## config.mk

```make
export PLATFORM = sky130hd
export DESIGN_NAME = hex_text_to_bytes_unit_flat
export DESIGN_NICKNAME = d
export VERILOG_FILES = /design/src/htb_pkg.sv /design/src/htb_req_if.sv /design/src/htb_rsp_if.sv /design/src/hex_text_to_bytes_unit.sv /design/src/htb_char_decode.sv /design/src/flat_wrapper.sv
export SDC_FILE = /design/constraint.sdc
export NUM_CORES = 1
export LEC_CHECK = 0
export ABC_AREA = 1
export BUFFER_PORTS_ARGS = -buffer_cell sky130_fd_sc_hd__buf_2
export CORE_AREA = 2 2 103 105
export CTS_BUF_LIST = sky130_fd_sc_hd__clkbuf_4
export CTS_CLUSTER_SIZE = 40
export DETAILED_ROUTE_END_ITERATION = 10
export DIE_AREA = 0 0 105 107
export GPL_ROUTABILITY_DRIVEN = 0
export HOLD_SLACK_MARGIN = 0.03
export MAX_ROUTING_LAYER = met4
export SYNTH_ARGS = -nofsm -noshare
export SYNTH_HDL_FRONTEND = slang
export SYNTH_SLANG_ARGS = --single-unit
```

## constraint.sdc

```tcl
create_clock -name clock -period 3.8 [get_ports clock]
set_input_delay 0.57 -clock clock [delete_from_list [all_inputs] [get_ports clock]]
set_output_delay 0.57 -clock clock [all_outputs]
set_load 0.02 [all_outputs]
```

## src/htb_pkg.sv

```systemverilog
// ----------------------------------------------------------------------------
// htb_pkg
// Shared types and constants for the hex text to bytes unit.
// ----------------------------------------------------------------------------
package htb_pkg;

   localparam int CountBits    = 10;
   localparam int CapBits      = 10;
   localparam int ByteCountBits = 10;

   localparam logic [CapBits-1:0] CapacityReset = CapBits'(64);

   // Input item kinds
   localparam logic KindChar = 1'b0;
   localparam logic KindEnd  = 1'b1;

   // Result item kinds
   localparam logic ResultByte   = 1'b0;
   localparam logic ResultStatus = 1'b1;

   // Separator characters
   localparam logic [7:0] CharSpace = 8'h20;
   localparam logic [7:0] CharColon = 8'h3A;
   localparam logic [7:0] CharDash  = 8'h2D;
   localparam logic [7:0] CharUnder = 8'h5F;

   // Digit ranges
   localparam logic [7:0] CharZero   = 8'h30;
   localparam logic [7:0] CharNine   = 8'h39;
   localparam logic [7:0] CharLowA   = 8'h61;
   localparam logic [7:0] CharLowF   = 8'h66;
   localparam logic [7:0] CharUpA    = 8'h41;
   localparam logic [7:0] CharUpF    = 8'h46;
   localparam logic [7:0] LetterBase = 8'd10;

   typedef struct packed {
      logic       is_sep;
      logic       is_hex;
      logic [3:0] nibble;
   } char_class_type;

   typedef struct packed {
      logic                     result_kind;
      logic [7:0]               data_byte;
      logic                     ok;
      logic [ByteCountBits-1:0] byte_count;
   } rsp_item_type;

endpackage

```

## src/htb_req_if.sv

```systemverilog
// ----------------------------------------------------------------------------
// htb_req_if
// Input channel: one character or end-of-text marker per transaction.
// ----------------------------------------------------------------------------
interface htb_req_if;
   logic       valid;
   logic       ready;
   logic       kind;
   logic [7:0] char_code;

   modport source (output valid, output kind, output char_code, input ready);
   modport sink   (input valid, input kind, input char_code, output ready);
endinterface

```

## src/htb_rsp_if.sv

```systemverilog
// ----------------------------------------------------------------------------
// htb_rsp_if
// Result channel: one decoded byte or final status per transaction.
// ----------------------------------------------------------------------------
interface htb_rsp_if;
   logic                              valid;
   logic                              ready;
   logic                              result_kind;
   logic [7:0]                        data_byte;
   logic                              ok;
   logic [htb_pkg::ByteCountBits-1:0] byte_count;

   modport source (output valid, output result_kind, output data_byte,
                   output ok, output byte_count, input ready);
   modport sink   (input valid, input result_kind, input data_byte,
                   input ok, input byte_count, output ready);
endinterface

```

## src/hex_text_to_bytes_unit.sv

```systemverilog
// ----------------------------------------------------------------------------
// hex_text_to_bytes_unit
// Parses ASCII hex text into bytes and reports a status at end of text.
// ----------------------------------------------------------------------------
// Usage:
//   req_chan carries one character (kind 0) or an end marker (kind 1) per
//   transaction. Separators (space, colon, dash, underscore) are skipped; hex
//   digit pairs, high nibble first, produce one byte transaction on rsp_chan.
//   A bad character or a byte beyond csr capacity sets a sticky error; later
//   characters are then dropped. The end marker always yields one status
//   transaction (ok, byte_count) and clears the text state.
//   One character per cycle is accepted while req_chan.ready is high. A result
//   is valid on rsp_chan the cycle after its character is accepted when the
//   output register is free or read that cycle; the text state is registered.
//   A two-entry output stage (output register plus skid register) keeps
//   req_chan.ready registered; it drops while the skid register is full,
//   from a cycle in which the receiver stalls with a new result arriving
//   until the receiver takes the waiting one.
//   csr_wr_en writes capacity (reset 64); write only while idle.
//   Reset (synchronous, active high) empties the output stage and clears
//   all text state.
// ----------------------------------------------------------------------------
module hex_text_to_bytes_unit (
   input  logic                         clock,
   input  logic                         reset,
   htb_req_if.sink                      req_chan,
   htb_rsp_if.source                    rsp_chan,
   input  logic                         csr_wr_en,
   input  logic [htb_pkg::CapBits-1:0]  csr_wr_data
);

   logic [htb_pkg::CapBits-1:0]   capacity_ff;
   logic                          nibble_pending_ff, nibble_pending_in;
   logic [3:0]                    pending_nibble_ff, pending_nibble_in;
   logic [htb_pkg::CountBits-1:0] bytes_done_ff, bytes_done_in;
   logic                          error_seen_ff, error_seen_in;

   logic                          out_valid_ff, out_valid_in;
   htb_pkg::rsp_item_type         out_item_ff, out_item_in;
   logic                          skid_valid_ff, skid_valid_in;
   htb_pkg::rsp_item_type         skid_item_ff, skid_item_in;

   htb_pkg::char_class_type       char_class;
   htb_pkg::rsp_item_type         new_item;
   logic                          accept;
   logic                          produce;
   logic                          pop;
   logic                          full;

   htb_char_decode u_char_decode (
      .char_code  (req_chan.char_code),
      .char_class (char_class)
   );

   assign req_chan.ready = !skid_valid_ff;
   assign accept         = req_chan.valid && req_chan.ready;
   assign pop            = out_valid_ff && rsp_chan.ready;

   assign full = (bytes_done_ff >= htb_pkg::CountBits'(capacity_ff)) ||
                 (bytes_done_ff == {htb_pkg::CountBits{1'b1}});

   // Per-character step
   always_comb begin
      nibble_pending_in = nibble_pending_ff;
      pending_nibble_in = pending_nibble_ff;
      bytes_done_in     = bytes_done_ff;
      error_seen_in     = error_seen_ff;
      produce           = 1'b0;
      new_item          = '0;
      if (accept) begin
         if (req_chan.kind == htb_pkg::KindEnd) begin
            produce              = 1'b1;
            new_item.result_kind = htb_pkg::ResultStatus;
            new_item.ok          = !error_seen_ff && !nibble_pending_ff &&
                                   (bytes_done_ff != '0);
            new_item.byte_count  = htb_pkg::ByteCountBits'(bytes_done_ff);
            nibble_pending_in    = 1'b0;
            pending_nibble_in    = 4'd0;
            bytes_done_in        = '0;
            error_seen_in        = 1'b0;
         end else if (!error_seen_ff && !char_class.is_sep) begin
            if (!char_class.is_hex) begin
               error_seen_in = 1'b1;
            end else if (!nibble_pending_ff) begin
               pending_nibble_in = char_class.nibble;
               nibble_pending_in = 1'b1;
            end else if (full) begin
               error_seen_in = 1'b1;
            end else begin
               produce              = 1'b1;
               new_item.result_kind = htb_pkg::ResultByte;
               new_item.data_byte   = {pending_nibble_ff, char_class.nibble};
               bytes_done_in        = bytes_done_ff + 1'b1;
               nibble_pending_in    = 1'b0;
               pending_nibble_in    = 4'd0;
            end
         end
      end
   end

   // Output register plus skid register
   always_comb begin
      out_valid_in  = out_valid_ff;
      out_item_in   = out_item_ff;
      skid_valid_in = skid_valid_ff;
      skid_item_in  = skid_item_ff;
      if (produce) begin
         if (!out_valid_ff || pop) begin
            out_valid_in = 1'b1;
            out_item_in  = new_item;
         end else begin
            skid_valid_in = 1'b1;
            skid_item_in  = new_item;
         end
      end else if (pop) begin
         // advance skid into the output slot
         out_valid_in  = skid_valid_ff;
         out_item_in   = skid_item_ff;
         skid_valid_in = 1'b0;
      end
   end

   always_ff @(posedge clock) begin
      if (reset) begin
         capacity_ff       <= htb_pkg::CapacityReset;
         nibble_pending_ff <= 1'b0;
         pending_nibble_ff <= 4'd0;
         bytes_done_ff     <= '0;
         error_seen_ff     <= 1'b0;
         out_valid_ff      <= 1'b0;
         skid_valid_ff     <= 1'b0;
      end else begin
         if (csr_wr_en) begin
            capacity_ff <= csr_wr_data;
         end
         nibble_pending_ff <= nibble_pending_in;
         pending_nibble_ff <= pending_nibble_in;
         bytes_done_ff     <= bytes_done_in;
         error_seen_ff     <= error_seen_in;
         out_valid_ff      <= out_valid_in;
         skid_valid_ff     <= skid_valid_in;
      end
   end

   always_ff @(posedge clock) begin
      out_item_ff  <= out_item_in;
      skid_item_ff <= skid_item_in;
   end

   assign rsp_chan.valid       = out_valid_ff;
   assign rsp_chan.result_kind = out_item_ff.result_kind;
   assign rsp_chan.data_byte   = out_item_ff.data_byte;
   assign rsp_chan.ok          = out_item_ff.ok;
   assign rsp_chan.byte_count  = out_item_ff.byte_count;

   // skid never holds a transaction while the output slot is empty
   assert property (@(posedge clock) disable iff (reset)
      skid_valid_ff |-> out_valid_ff)
      else $error("skid register full while output register empty");

   // end marker clears the text state
   assert property (@(posedge clock) disable iff (reset)
      (accept && req_chan.kind == htb_pkg::KindEnd) |=>
         (!nibble_pending_ff && !error_seen_ff && bytes_done_ff == '0))
      else $error("text state not cleared after end marker");

   // error stays set until an end marker
   assert property (@(posedge clock) disable iff (reset)
      (error_seen_ff && !(accept && req_chan.kind == htb_pkg::KindEnd)) |=>
         error_seen_ff)
      else $error("sticky error dropped");

   // every byte transaction advances the count by one
   assert property (@(posedge clock) disable iff (reset)
      (produce && new_item.result_kind == htb_pkg::ResultByte) |=>
         (bytes_done_ff == $past(bytes_done_ff) + 1'b1))
      else $error("byte count did not advance");

   // hold the skid transaction while the receiver stalls
   assert property (@(posedge clock) disable iff (reset)
      (skid_valid_ff && !rsp_chan.ready) |=> skid_valid_ff)
      else $error("skid transaction lost during stall");

endmodule

```

## src/htb_char_decode.sv

```systemverilog
// ----------------------------------------------------------------------------
// htb_char_decode
// Classifies one ASCII code as separator or hex digit and gives its nibble.
// ----------------------------------------------------------------------------
module htb_char_decode (
   input  logic [7:0]                    char_code,
   output htb_pkg::char_class_type       char_class
);

   logic [7:0] digit_value;

   always_comb begin
      char_class.is_sep = (char_code == htb_pkg::CharSpace) ||
                          (char_code == htb_pkg::CharColon) ||
                          (char_code == htb_pkg::CharDash)  ||
                          (char_code == htb_pkg::CharUnder);
      char_class.is_hex = 1'b1;
      digit_value       = 8'd0;
      if (char_code inside {[htb_pkg::CharZero:htb_pkg::CharNine]}) begin
         digit_value = char_code - htb_pkg::CharZero;
      end else if (char_code inside {[htb_pkg::CharLowA:htb_pkg::CharLowF]}) begin
         digit_value = char_code - htb_pkg::CharLowA + htb_pkg::LetterBase;
      end else if (char_code inside {[htb_pkg::CharUpA:htb_pkg::CharUpF]}) begin
         digit_value = char_code - htb_pkg::CharUpA + htb_pkg::LetterBase;
      end else begin
         char_class.is_hex = 1'b0;
      end
      char_class.nibble = digit_value[3:0];
   end

endmodule

```

## src/flat_wrapper.sv

```systemverilog
// flat-port wrapper written by rule: the top's interface ports become plain ports
module hex_text_to_bytes_unit_flat 
  (clock, reset, csr_wr_en, csr_wr_data, req_chan_valid, req_chan_kind, req_chan_char_code, req_chan_ready, rsp_chan_valid, rsp_chan_result_kind, rsp_chan_data_byte, rsp_chan_ok, rsp_chan_byte_count, rsp_chan_ready);
  htb_req_if req_chan_i ();
  htb_rsp_if rsp_chan_i ();
  input  logic clock;
  input  logic reset;
  input  logic csr_wr_en;
  input  logic [htb_pkg::CapBits-1:0] csr_wr_data;
  input wire logic [$bits(req_chan_i.valid)-1:0] req_chan_valid;
  input wire logic [$bits(req_chan_i.kind)-1:0] req_chan_kind;
  input wire logic [$bits(req_chan_i.char_code)-1:0] req_chan_char_code;
  output wire logic [$bits(req_chan_i.ready)-1:0] req_chan_ready;
  output wire logic [$bits(rsp_chan_i.valid)-1:0] rsp_chan_valid;
  output wire logic [$bits(rsp_chan_i.result_kind)-1:0] rsp_chan_result_kind;
  output wire logic [$bits(rsp_chan_i.data_byte)-1:0] rsp_chan_data_byte;
  output wire logic [$bits(rsp_chan_i.ok)-1:0] rsp_chan_ok;
  output wire logic [$bits(rsp_chan_i.byte_count)-1:0] rsp_chan_byte_count;
  input wire logic [$bits(rsp_chan_i.ready)-1:0] rsp_chan_ready;
  assign req_chan_i.valid = req_chan_valid;
  assign req_chan_i.kind = req_chan_kind;
  assign req_chan_i.char_code = req_chan_char_code;
  assign req_chan_ready = req_chan_i.ready;
  assign rsp_chan_valid = rsp_chan_i.valid;
  assign rsp_chan_result_kind = rsp_chan_i.result_kind;
  assign rsp_chan_data_byte = rsp_chan_i.data_byte;
  assign rsp_chan_ok = rsp_chan_i.ok;
  assign rsp_chan_byte_count = rsp_chan_i.byte_count;
  assign rsp_chan_i.ready = rsp_chan_ready;
  hex_text_to_bytes_unit u_core (.clock(clock), .reset(reset), .req_chan(req_chan_i), .rsp_chan(rsp_chan_i), .csr_wr_en(csr_wr_en), .csr_wr_data(csr_wr_data));
endmodule
```

==> qor_table.md, run 1 <==
| Stage | Result | Value |
|---|---|---|
| sta | Number of hold violations in the final report | 0 |
| setup path | Worst Setup SP | u_core.bytes_done_ff[0] |
| sta | Final Cycle Share | 70.7% |
| layout | Fraction of final layout cells sized beyond drive strength 1 | 16.6% |
| layout | Diode count | 0 |
| setup path | Arrival time at the worst endpoint | 2730 ps |
| floorplanning | Die width | 105 µm |
| pwr | Power share of the clock group | 28.3% |
| sta | Sum Neg Setup Slack | 0 ps |
| pwr | Leakage power | 0.00170 µW |
| grt | Via count of the first global-routing pass | 2524 |
| logic synthesis | Instance count of the mapped netlist | 415 |
| placement | Post-placement cell area | 0.00382 mm² |
| logic synthesis | Number of synthesis warnings | 0 |
| worst hold path | Origin of the worst min-delay path | csr_wr_data[0] |
| clock tree | Clock edge transition at the registers on the reported setup and hold paths | 120 ps |
| sta | Setup-violating endpoint count in the final report | 0 |
| route | Starting DRT DRC Count | 111 |
| logic synthesis | Average instance area after synthesis | 8.40 µm² |
| setup path | Register-to-register setup slack | 1110 ps |
| clock tree | CTS Hold Buffers Added | 0 |
| pwr | Switch share | 28.0% |
| sta | Setup repair after global routing missed its margin | no |
| pwr | Largest voltage drop on the vdd net | 0.151 mV |
| grt | Maximum number of pins on one net before global-route repair | 30 |
| run | MaxCap Viol Count | 0 |
| layout | Total non-filler cell area in the finished layout | 0.00392 mm² |
| grt | Met3 routing resource usage after global routing | 2.61% |
| clock tree | Clock sink total | 68 |
| sta | Clock tree skew after final layout | 14.8 ps |
| setup path | R2r worst-path depth | 13 |
| logic synthesis | Yosys top cell by area | sky130_fd_sc_hd__edfxtp_1 |
| grt | Overall track demand over capacity in global routing | 13.6% |
| route | Number of DRC violations after detailed routing | 0 |
| placement | Post-detailed-placement half-perimeter wirelength | 5.20 mm |
| setup path | Element type at the critical path start | flop |
| worst hold path | Min-delay worst type | in -> reg |
| sta | Worst slew margin | 51.4% |
| floorplanning | Ports placed on the boundary | 46 |
| route | Wire length per cell | 11.7 µm |
| logic synthesis | Sequential element share of the synthesized area | 50.6% |
| route | Post-detailed-route via-to-cell ratio | 4.53 |
| outcome | Outcome | finished, final reports clean |
| pwr | Comb pwr share | 12.7% |
| sta | Slew at the pin closest to its max-slew limit | 728 ps |
| route | Remaining number of nets flagged by the antenna check after routing | 0 |
| layout | Area growth from synthesis to layout | 12.5% |
| logic synthesis | Count of cell types in the netlist | 30 |
| floorplanning | DIE AREA | 0.0112 mm² |
| route | First-pass iteration count of the detailed router | 7 |
| sta | Min Hold Slack | 370 ps |
| setup path | Destination of the critical timing path | u_core.skid_item_ff[0] |
| logic synthesis | Most used flip-flop cell after synthesis | sky130_fd_sc_hd__edfxtp_1 |
| logic synthesis | Most frequent cell after synthesis | sky130_fd_sc_hd__nand2_1 |
| grt | Busiest grt layer | met2 |
| setup path | Endpoint kind of the worst setup timing path | flop |
| clock tree | Number of levels the H-tree was split into | 3 |
| setup path | Type of the setup path with the least slack | reg -> reg |
| pwr | Areal power density over the cells | 353 mW/mm² |
| setup path | Required time worst endpoint | 3850 ps |
| layout | Nets@finish | 501 |
| logic synthesis | Yosys top cell area share | 34.5% |
| floorplanning | Placement row count | 37 |
| setup path | End of the worst register-to-register path | u_core.skid_item_ff[0] |
| sta | Minimum clock period | 2690 ps |
| clock tree | Master cell of the clock root buffer | sky130_fd_sc_hd__clkbuf_4 |
| grt | Global routing met1 resource utilization | 18.2% |
| layout | Area taken by multi-input logic gates | 0.00142 mm² |
| pwr | Internal cell power | 996 µW |
| clock tree | Buffer count from post-CTS setup fixing | 0 |
| placement | Count of port buffers added during placement | 45 |
| clock tree | Resized Gates After CTS | 0 |
| clock tree | Number of buffers inserted during clock tree synthesis | 9 |
| logic synthesis | Most numerous cell types in the synthesized netlist | sky130_fd_sc_hd__nand2_1, sky130_fd_sc_hd__inv_1, sky130_fd_sc_hd__nor2_1 |
| logic synthesis | Post-synth EDFFs | 40 |
| grt | Global-route wire length before repair | 11.9 mm |
| floorplanning | Die Y | 107 µm |
| clock tree | Bufs on Longest Clock Path | 2 |
| logic synthesis | Post-Syn Area | 0.00348 mm² |
| route | Routed WL | 7.01 mm |
| clock tree | Clock tree from TritonCTS | yes |
| logic synthesis | Synthesized netlist net count | 455 |
| grt | Global route total overflow | 0 |
| floorplanning | Core Area | 0.0101 mm² |
| grt | Initial antenna violation count | 0 |
| floorplanning | Starting density of the core | 34.5% |
| logic synthesis | Share of synthesized registers carrying an async set or reset | 0% |
| grt | Met2 global-route usage | 20.5% |
| setup path | Crit-path max FO | 20 |
| layout | Fill cell instance count of the final layout | 1076 |
| clock tree | Clock latency on the worst-skew pair | 410 ps |
| pwr | Flop pwr share | 59.0% |
| sta | Pins Over Slew Limit | 0 |
| logic synthesis | Total of flip-flops plus latches after synthesis | 68 |
| pwr | Power dissipated by switching net loads | 387 µW |
| setup path | Reg-to-reg critical path startpoint | u_core.bytes_done_ff[0] |
| layout | Storage cell area | 0.00176 mm² |
| sta | Max Freq | 372 MHz |
| logic synthesis | Synth area leaders | sky130_fd_sc_hd__edfxtp_1, sky130_fd_sc_hd__dfxtp_1, sky130_fd_sc_hd__nand2_1, sky130_fd_sc_hd__inv_1, sky130_fd_sc_hd__nor2_1 |
| route | Via count of the routed design | 2722 |
-- power groups by stage --
stage	clock network [µW]	logic [µW]	registers, µW
floorplan	0	110	851
global placement	0	174	833
detailed placement	0	176	834
CTS	402	177	817
global route	439	199	820
finish	392	175	816
-- worst min-delay path by stage --
stage	endpoint	slack, ps	cells past startpoint
after global routing	u_core.capacity_ff[0]	370	3
final	u_core.capacity_ff[0]	370	3
after detailed placement	u_core.capacity_ff[2]	460	2
after floorplan	u_core.capacity_ff[9]	430	2
after CTS	u_core.capacity_ff[0]	360	3
after global placement	u_core.capacity_ff[9]	450	2
-- cell usage in the layout (no fill, tap or decap), types with 3 or more instances in the layout --
| master | instances |
|---|---|
| sky130_fd_sc_hd__nor3_1 | 5 |
| sky130_fd_sc_hd__dfxtp_1 | 28 |
| sky130_fd_sc_hd__nor2_1 | 57 |
| sky130_fd_sc_hd__xor2_1 | 8 |
| sky130_fd_sc_hd__edfxtp_1 | 40 |
| sky130_fd_sc_hd__o21ai_2 | 5 |
| sky130_fd_sc_hd__o21ai_0 | 28 |
| sky130_fd_sc_hd__clkinv_2 | 3 |
| sky130_fd_sc_hd__nand2_1 | 88 |
| sky130_fd_sc_hd__clkbuf_4 | 10 |
| sky130_fd_sc_hd__nand4_1 | 5 |
| sky130_fd_sc_hd__nand2_2 | 3 |
| sky130_fd_sc_hd__a21oi_1 | 25 |
| sky130_fd_sc_hd__inv_1 | 60 |
| sky130_fd_sc_hd__buf_2 | 45 |
| sky130_fd_sc_hd__nand3_1 | 22 |
| sky130_fd_sc_hd__ha_1 | 16 |
-- stage by stage --
| step | utilization, % | setup WS [ps] | total power [µW] | instances |
|---|---|---|---|---|
| finish | 38.9 | 1110 | 1380 | 601 |
| global route | 38.9 | 872 | 1460 | 601 |
| CTS | 38.9 | 1090 | 1400 | 601 |
| detailed placement | 37.8 | 879 | 1010 | 586 |
| global placement | 37.8 | 918 | 1010 | 586 |
| floorplan | - | 1110 | 960 | 415 |
-- sequential cells by signal, summed over array words and instances, names as in the netlist, 4 cells and up --
name and flops:
u_core.skid_item_ff 20, u_core.bytes_done_ff 10, u_core.capacity_ff 10, u_core.rsp_chan.byte_count 10, u_core.rsp_chan.data_byte 8, u_core.pending_nibble_ff 4
-- layer usage --
| metal | routed length, µm | share of wire [%] |
|---|---|---|
| met5 | 0 | 0 |
| met2 | 3110 | 44 |
| met3 | 266 | 3.8 |
| met1 | 3530 | 50 |
| met4 | 102 | 1.5 |
-- worst max-delay path, cell delays in order, from the launching register on --
cell	delay (ps)
sky130_fd_sc_hd__dfxtp_1	500
sky130_fd_sc_hd__inv_1	200
sky130_fd_sc_hd__ha_1	320
sky130_fd_sc_hd__inv_1	50
sky130_fd_sc_hd__nand2_1	40
sky130_fd_sc_hd__nand2_1	50
sky130_fd_sc_hd__nand2_1	40
sky130_fd_sc_hd__nand2_1	50
sky130_fd_sc_hd__nand2_1	50
sky130_fd_sc_hd__nand2_1	90
sky130_fd_sc_hd__nand3_2	100
sky130_fd_sc_hd__nand2_4	150
sky130_fd_sc_hd__nand3_1	110
sky130_fd_sc_hd__inv_1	570
-- cell families (layout without fill, tap and decap cells) --
kind of cell	Yosys count	after routing	synth area share, %
AO/OA/AOI/OAI	62	62	10.0
XOR/XNOR	8	8	2.01
adder cells (fa/ha/maj)	16	16	5.75
buffers and inverters	73	123	8.83
flip-flops	68	68	50.6
AND/OR/NAND/NOR	188	188	22.8
-- final cells by class --
cell class	instances	share of cell area, %
Clock inverter	5	0.766
Timing Repair Buffer	47	6.13
Tap cell	136	4.34
Sequential cell	68	44.9
Clock buffer	10	1.91
Multi-Input combinational cell	274	36.1
Inverter	61	5.84
Power figures use the tool's default switching activity.
==> run 2, diff against run 1 <==
==> constraint.sdc (replaced) <==
create_clock -name clock -period 2.25 [get_ports clock]
set_input_delay 0.3375 -clock clock [delete_from_list [all_inputs] [get_ports clock]]
set_output_delay 0.3375 -clock clock [all_outputs]
set_load 0.02 [all_outputs]
==> run 2 against run 1 <==
Compared with the run above:
- global-route usage is 0.22 points higher
- worst hold slack got worse by 230 ps
- wire length grew 2.4%
- via count rose by 0.66%
- cell area rose by 5.3%
- maximum frequency is 28% higher
- sequential cell count did not move
- critical path depth is 4 lower
- combinational power up 82%
- count of clock-buffer cells in the layout stayed put
- non-clock buffer count grew 11
- largest cell class unchanged
- largest power group unchanged
- highest routed layer unchanged
==> qor_table.md, run 2 (same netlist as run 1, synthesis figures left out) <==
| Stage | Result | Value |
|---|---|---|
| outcome | Outcome | finished, final reports clean |
| pwr | Areal power density over the cells | 637 mW/mm² |
| route | First-pass iteration count of the detailed router | 4 |
| layout | Diode count | 0 |
| layout | Total non-filler cell area in the finished layout | 0.00413 mm² |
| sta | Final Cycle Share | 93.0% |
| layout | Area growth from synthesis to layout | 18.5% |
| layout | Commonest non-fill, non-tap cell in the layout | sky130_fd_sc_hd__nand2_1 |
| layout | Reg with most FFs | u_core.skid_item_ff |
| sta | Pins Over Slew Limit | 0 |
| clock tree | Number of buffers inserted during clock tree synthesis | 9 |
| floorplanning | Starting density of the core | 34.5% |
| route | Via count of the routed design | 2740 |
| placement | Pre-CTS WS | 104 ps |
| clock tree | Clock sink total | 68 |
| layout | Nets@finish | 512 |
| placement | Post-placement cell area | 0.00396 mm² |
| floorplanning | Core Area | 0.0101 mm² |
| route | Remaining number of nets flagged by the antenna check after routing | 0 |
| clock tree | Buffer count from post-CTS setup fixing | 0 |
| pwr | Power, Total | 2630 µW |
| setup path | Crit-path max FO | 20 |
| clock tree | Resized Gates After CTS | 0 |
| sta | Min Hold Slack | 140 ps |
| clock tree | Number of levels the H-tree was split into | 3 |
| route | Wire length per cell | 11.7 µm |
| route | Starting DRT DRC Count | 204 |
| route | Number of DRC violations after detailed routing | 0 |
| setup path | Endpoint kind of the worst setup timing path | flop |
| grt | Maximum number of pins on one net before global-route repair | 27 |
| grt | Global route total overflow | 0 |
| setup path | Required time worst endpoint | 2370 ps |
| placement | Count of port buffers added during placement | 45 |
| sta | Number of hold violations in the final report | 0 |
| sta | Setup WS post-layout | 157 ps |
| grt | Via count of the first global-routing pass | 2538 |
| grt | Global-route wire length before repair | 12.0 mm |
| pwr | Leakage power | 0.00180 µW |
| sta | Minimum clock period | 2090 ps |
| layout | Flip-flop count of the largest register, all copies and words added | 20 |
| sta | Setup-violating endpoint count in the final report | 0 |
| route | Post-detailed-route via-to-cell ratio | 4.47 |
| floorplanning | Die Y | 107 µm |
| layout | Commonest non-fill, non-tap cells in the layout | sky130_fd_sc_hd__nand2_1, sky130_fd_sc_hd__inv_1, sky130_fd_sc_hd__nor2_1, sky130_fd_sc_hd__buf_2, sky130_fd_sc_hd__edfxtp_1 |
| sta | Clock tree skew after final layout | 18.3 ps |
| clock tree | Clock edge transition at the registers on the reported setup and hold paths | 120 ps |
| grt | Overall track demand over capacity in global routing | 13.8% |
| clock tree | Bufs on Longest Clock Path | 2 |
| setup path | Type of the setup path with the least slack | reg -> reg |
| sta | Slew at the pin closest to its max-slew limit | 473 ps |
| setup path | Register-to-register setup slack | 160 ps |
| floorplanning | DIE AREA | 0.0112 mm² |
| route | Routed WL | 7.18 mm |
| run | MaxCap Viol Count | 0 |
| clock tree | Master cell of the clock root buffer | sky130_fd_sc_hd__clkbuf_4 |
| pwr | Largest voltage drop on the vdd net | 0.238 mV |
| sta | Worst slew margin | 68.2% |
| floorplanning | Placement row count | 37 |
| layout | Fraction of final layout cells sized beyond drive strength 1 | 20.1% |
| worst hold path | Min-delay worst type | in -> reg |
| clock tree | CTS Hold Buffers Added | 0 |
| setup path | Element type at the critical path start | flop |
| clock tree | Clock latency on the worst-skew pair | 410 ps |
| floorplanning | Ports placed on the boundary | 46 |
| setup path | Arrival time at the worst endpoint | 2210 ps |
| sta | Max Freq | 478 MHz |
| grt | Initial antenna violation count | 0 |
| floorplanning | Die width | 105 µm |
| clock tree | Clock tree from TritonCTS | yes |
| placement | Post-detailed-placement half-perimeter wirelength | 5.38 mm |
| sta | Setup repair after global routing missed its margin | no |
run 2: where the power goes:
part | switching, µW | internal [µW]
clock network | 464 | 465
logic | 210 | 109
registers | 19.5 | 1360
total | 694 | 1940
run 2: area by class of cell:
| class | count | area [µm²] |
|---|---|---|
| fillers | 1073 | 5960 |
| flip-flops and latches | 68 | 1770 |
| multi-input cells | 274 | 1450 |
| repair buffers | 58 | 348 |
| inverters | 61 | 229 |
| well taps | 136 | 170 |
| clock inverters | 6 | 90.1 |
| clock buffers | 10 | 75.1 |
run 2: worst max-delay path: stages, from the launching register on:
cell,delay [ps]
sky130_fd_sc_hd__dfxtp_2,430
sky130_fd_sc_hd__ha_1,270
sky130_fd_sc_hd__a21oi_1,150
sky130_fd_sc_hd__o21ai_1,80
sky130_fd_sc_hd__nor2_1,220
sky130_fd_sc_hd__nand3_2,140
sky130_fd_sc_hd__nand2_4,110
sky130_fd_sc_hd__nand2_4,60
sky130_fd_sc_hd__o21ai_4,160
sky130_fd_sc_hd__buf_12,180
run 2: path summary, 6_finish.rpt:
| check | from | to | cells after the start |
|---|---|---|---|
| max | u_core.bytes_done_ff[9] | u_core.rsp_chan.result_kind | 9 |
| min | csr_wr_data[0] | u_core.capacity_ff[0] | 3 |
| max reg2reg | u_core.bytes_done_ff[9] | u_core.rsp_chan.result_kind | 9 |
| min reg2reg | u_core.pending_nibble_ff[0] | u_core.pending_nibble_ff[0] | 2 |
run 2: metrics by stage:
step                      cells  util, %  setup TNS (ps)
after global placement      597     39.3               0
after CTS                   613     40.9               0
after floorplan             415        -           -1140
after global routing        613     40.9               0
final                       613     40.9               0
after detailed placement    597     39.3               0
run 2: per-layer routing:
layer / track usage [%] / up-vias / share of wire, %
met3: 2.37 / 13 / 3.6
met1: 17.5 / 1204 / 51
met5: - / - / 0
met2: 21.6 / 59 / 43
li1: - / 1464 / -
met4: 6.57 / 0 / 2.2
==> run 3, diff against run 2 <==
--- a/config.mk
+++ b/config.mk
@@ -17,4 +17,5 @@
 export MAX_ROUTING_LAYER = met4
 export SYNTH_ARGS = -nofsm -noshare
 export SYNTH_HDL_FRONTEND = slang
+export SYNTH_HIERARCHICAL = 1
 export SYNTH_SLANG_ARGS = --single-unit
==> run 3 against run 2 <==
Compared with the run above:
- sequential power about the same
- clock skew increased by 3.5 ps
- power decreased by 1.9%
- maximum frequency decreased by 2.2%
- sequential share of layout area decreased by 1.3 points
- critical path type unchanged
==> qor_table.md, run 3 <==
| Stage | Result | Value |
|---|---|---|
| floorplanning | Ports placed on the boundary | 46 |
| floorplanning | Core Area | 0.0101 mm² |
| floorplanning | Die width | 105 µm |
| logic synthesis | Share of synthesized registers carrying an async set or reset | 0% |
| pwr | Power dissipated by switching net loads | 667 µW |
| sta | Min Hold Slack | 136 ps |
| sta | Pins Over Slew Limit | 0 |
| logic synthesis | Post-synth EDFFs | 40 |
| floorplanning | DIE AREA | 0.0112 mm² |
| setup path | Arrival time at the worst endpoint | 2280 ps |
| logic synthesis | Total of flip-flops plus latches after synthesis | 68 |
| logic synthesis | Post-Syn Area | 0.00350 mm² |
| clock tree | Number of buffers inserted during clock tree synthesis | 9 |
| route | Wire length per cell | 12.3 µm |
| placement | Post-placement cell area | 0.00404 mm² |
| logic synthesis | Average instance area after synthesis | 8.60 µm² |
| floorplanning | Starting density of the core | 34.7% |
| layout | Nets@finish | 510 |
| layout | Flip-flop count of the largest register, all copies and words added | 20 |
| grt | Maximum number of pins on one net before global-route repair | 26 |
| grt | Via count of the first global-routing pass | 2581 |
| placement | Post-detailed-placement half-perimeter wirelength | 5.46 mm |
| logic synthesis | Yosys top cell by area | sky130_fd_sc_hd__edfxtp_1 |
| pwr | Leakage power | 0.00176 µW |
| grt | Initial antenna violation count | 0 |
| route | Post-detailed-route via-to-cell ratio | 4.63 |
| setup path | Type of the setup path with the least slack | reg -> reg |
| pwr | Power, Total | 2580 µW |
| logic synthesis | Sequential element share of the synthesized area | 50.4% |
| logic synthesis | Instance count of the mapped netlist | 407 |
| pwr | Areal power density over the cells | 607 mW/mm² |
| clock tree | Clock edge transition at the registers on the reported setup and hold paths | 120 ps |
| logic synthesis | Most frequent cell after synthesis | sky130_fd_sc_hd__nand2_1 |
| logic synthesis | Count of cell types in the netlist | 33 |
| route | Routed WL | 7.52 mm |
| route | Number of DRC violations after detailed routing | 0 |
| sta | Minimum clock period | 2140 ps |
| clock tree | Clock tree from TritonCTS | yes |
| route | Remaining number of nets flagged by the antenna check after routing | 0 |
| pwr | Power share of the clock group | 35.9% |
| logic synthesis | Most used flip-flop cell after synthesis | sky130_fd_sc_hd__edfxtp_1 |
| layout | Total non-filler cell area in the finished layout | 0.00425 mm² |
| sta | Setup repair after global routing missed its margin | yes |
| grt | Overall track demand over capacity in global routing | 14.4% |
| logic synthesis | Yosys top cell area share | 34.3% |
| sta | Slew at the pin closest to its max-slew limit | 509 ps |
| layout | Commonest non-fill, non-tap cells in the layout | sky130_fd_sc_hd__nand2_1, sky130_fd_sc_hd__buf_2, sky130_fd_sc_hd__nor2_1, sky130_fd_sc_hd__edfxtp_1, sky130_fd_sc_hd__inv_1 |
| outcome | Outcome | finished, final reports clean |
| pwr | Comb pwr share | 10.9% |
| setup path | Crit-path max FO | 10 |
| sta | Setup-violating endpoint count in the final report | 0 |
| floorplanning | Die Y | 107 µm |
| route | Via count of the routed design | 2831 |
| clock tree | Bufs on Longest Clock Path | 2 |
| floorplanning | Placement row count | 37 |
| placement | Count of port buffers added during placement | 45 |
| grt | Global route total overflow | 0 |
| setup path | Required time worst endpoint | 2390 ps |
| sta | Final Cycle Share | 95.1% |
| sta | Max Freq | 467 MHz |
| layout | Commonest non-fill, non-tap cell in the layout | sky130_fd_sc_hd__nand2_1 |
| clock tree | Number of levels the H-tree was split into | 3 |
| pwr | Largest voltage drop on the vdd net | 0.198 mV |
| worst hold path | Min-delay worst type | in -> reg |
| clock tree | Clock latency on the worst-skew pair | 420 ps |
| clock tree | CTS Hold Buffers Added | 0 |
| route | First-pass iteration count of the detailed router | 5 |
| pwr | Switch share | 25.9% |
| layout | Fraction of final layout cells sized beyond drive strength 1 | 25.3% |
| sta | Sum Neg Setup Slack | 0 ps |
| logic synthesis | Synthesized netlist net count | 447 |
| grt | Global-route wire length before repair | 12.5 mm |
| setup path | Element type at the critical path start | flop |
| sta | Number of hold violations in the final report | 0 |
| sta | Worst slew margin | 66.0% |
| pwr | Internal cell power | 1910 µW |
| logic synthesis | Most numerous cell types in the synthesized netlist | sky130_fd_sc_hd__nand2_1, sky130_fd_sc_hd__nor2_1, sky130_fd_sc_hd__inv_1 |
| run | MaxCap Viol Count | 0 |
| clock tree | Master cell of the clock root buffer | sky130_fd_sc_hd__clkbuf_4 |
| layout | Diode count | 0 |
| sta | Setup WS post-layout | 110 ps |
| pwr | Flop pwr share | 53.1% |
| sta | Clock tree skew after final layout | 21.8 ps |
| placement | Pre-CTS WS | -67.0 ps |
| logic synthesis | Synth area leaders | sky130_fd_sc_hd__edfxtp_1, sky130_fd_sc_hd__dfxtp_1, sky130_fd_sc_hd__nand2_1, sky130_fd_sc_hd__ha_1, sky130_fd_sc_hd__nor2_1 |
| setup path | Endpoint kind of the worst setup timing path | flop |
| layout | Reg with most FFs | u_core/skid_item_ff |
| clock tree | Clock sink total | 68 |
| logic synthesis | Number of synthesis warnings | 6 |
| layout | Area growth from synthesis to layout | 21.4% |
| route | Starting DRT DRC Count | 140 |
## run 3: cell types whose count changed in the layout (fill, tap and decap cells not counted), moves of 4 or more
cell                      delta
sky130_fd_sc_hd__inv_2       +4
sky130_fd_sc_hd__o21ai_0     -9
sky130_fd_sc_hd__inv_1      -21
sky130_fd_sc_hd__nor2_2      +5
sky130_fd_sc_hd__nor2_1     -15
sky130_fd_sc_hd__o21ai_1    +10
sky130_fd_sc_hd__buf_4       +7
sky130_fd_sc_hd__a21oi_1     +5
sky130_fd_sc_hd__o21ai_2     -4
## run 3: critical path, stage by stage, from the launching register on
cell and delay [ps]:
sky130_fd_sc_hd__dfxtp_1 420, sky130_fd_sc_hd__ha_1 260, sky130_fd_sc_hd__nand2_1 80, sky130_fd_sc_hd__inv_1 40, sky130_fd_sc_hd__a21oi_1 150, sky130_fd_sc_hd__nand2_1 90
sky130_fd_sc_hd__nand2_2 110, sky130_fd_sc_hd__nand4_4 130, sky130_fd_sc_hd__nand2_4 110, sky130_fd_sc_hd__inv_4 50, sky130_fd_sc_hd__nor3_4 120, sky130_fd_sc_hd__buf_4 150
sky130_fd_sc_hd__clkbuf_16 150
## run 3: per-stage QoR
stage | util [%] | instances
finish | 42.1 | 611
global route | 42.1 | 611
CTS | 41.6 | 608
detailed placement | 40.0 | 592
global placement | 40.0 | 592
floorplan | - | 407
## run 3: cell families after synthesis
logic type,share of synthesized area (%)
buffers and inverters,8.12
and+or+nand+nor,24.9
DFF,50.4
xor gates and xnor gates,1.75
adders and majority gates,5.72
AOI/OAI and AO/OA,9.19
## run 3: power groups by stage
| stage | Clock [µW] | Sequential (µW) | Combinational [µW] |
|---|---|---|---|
| global placement | 0 | 1400 | 276 |
| global route | 995 | 1380 | 316 |
| floorplan | 0 | 1430 | 159 |
| detailed placement | 0 | 1400 | 282 |
| finish | 927 | 1370 | 282 |
| CTS | 958 | 1370 | 283 |
## run 3: path summary, 6_finish.rpt
kind | start | to | slack (ps) | cells after the start
worst max-delay path | u_core/bytes_done_ff[4] | u_core/skid_item_ff[12] | 110 | 12
worst min-delay path | csr_wr_data[0] | u_core/capacity_ff[0] | 140 | 3
worst max register to register | u_core/bytes_done_ff[4] | u_core/skid_item_ff[12] | 110 | 12
worst min register to register | u_core/capacity_ff[5] | u_core/capacity_ff[5] | 470 | 2
## run 3: cell type report
type | instances | area [µm²]
Sequential cell | 68 | 1770
Tap cell | 136 | 170
Fill cell | 1025 | 5840
Timing Repair Buffer | 66 | 425
Clock inverter | 7 | 98.8
Inverter | 50 | 211
Multi-Input combinational cell | 275 | 1510
Clock buffer | 9 | 67.6
## run 3: per-layer routing
layer  share of wire [%]  up-vias  track usage [%]
li1                    -     1460                -
met1                  48     1277             19.3
met2                  46       87             21.8
met3                 4.4        7             2.49
met4                 1.1        0             5.71
met5                   0        -                -
## run 3: timing repair
action,in CTS,in global routing
resized for setup,0,2
setup endpoints to repair,0,23
setup buffers,0,2
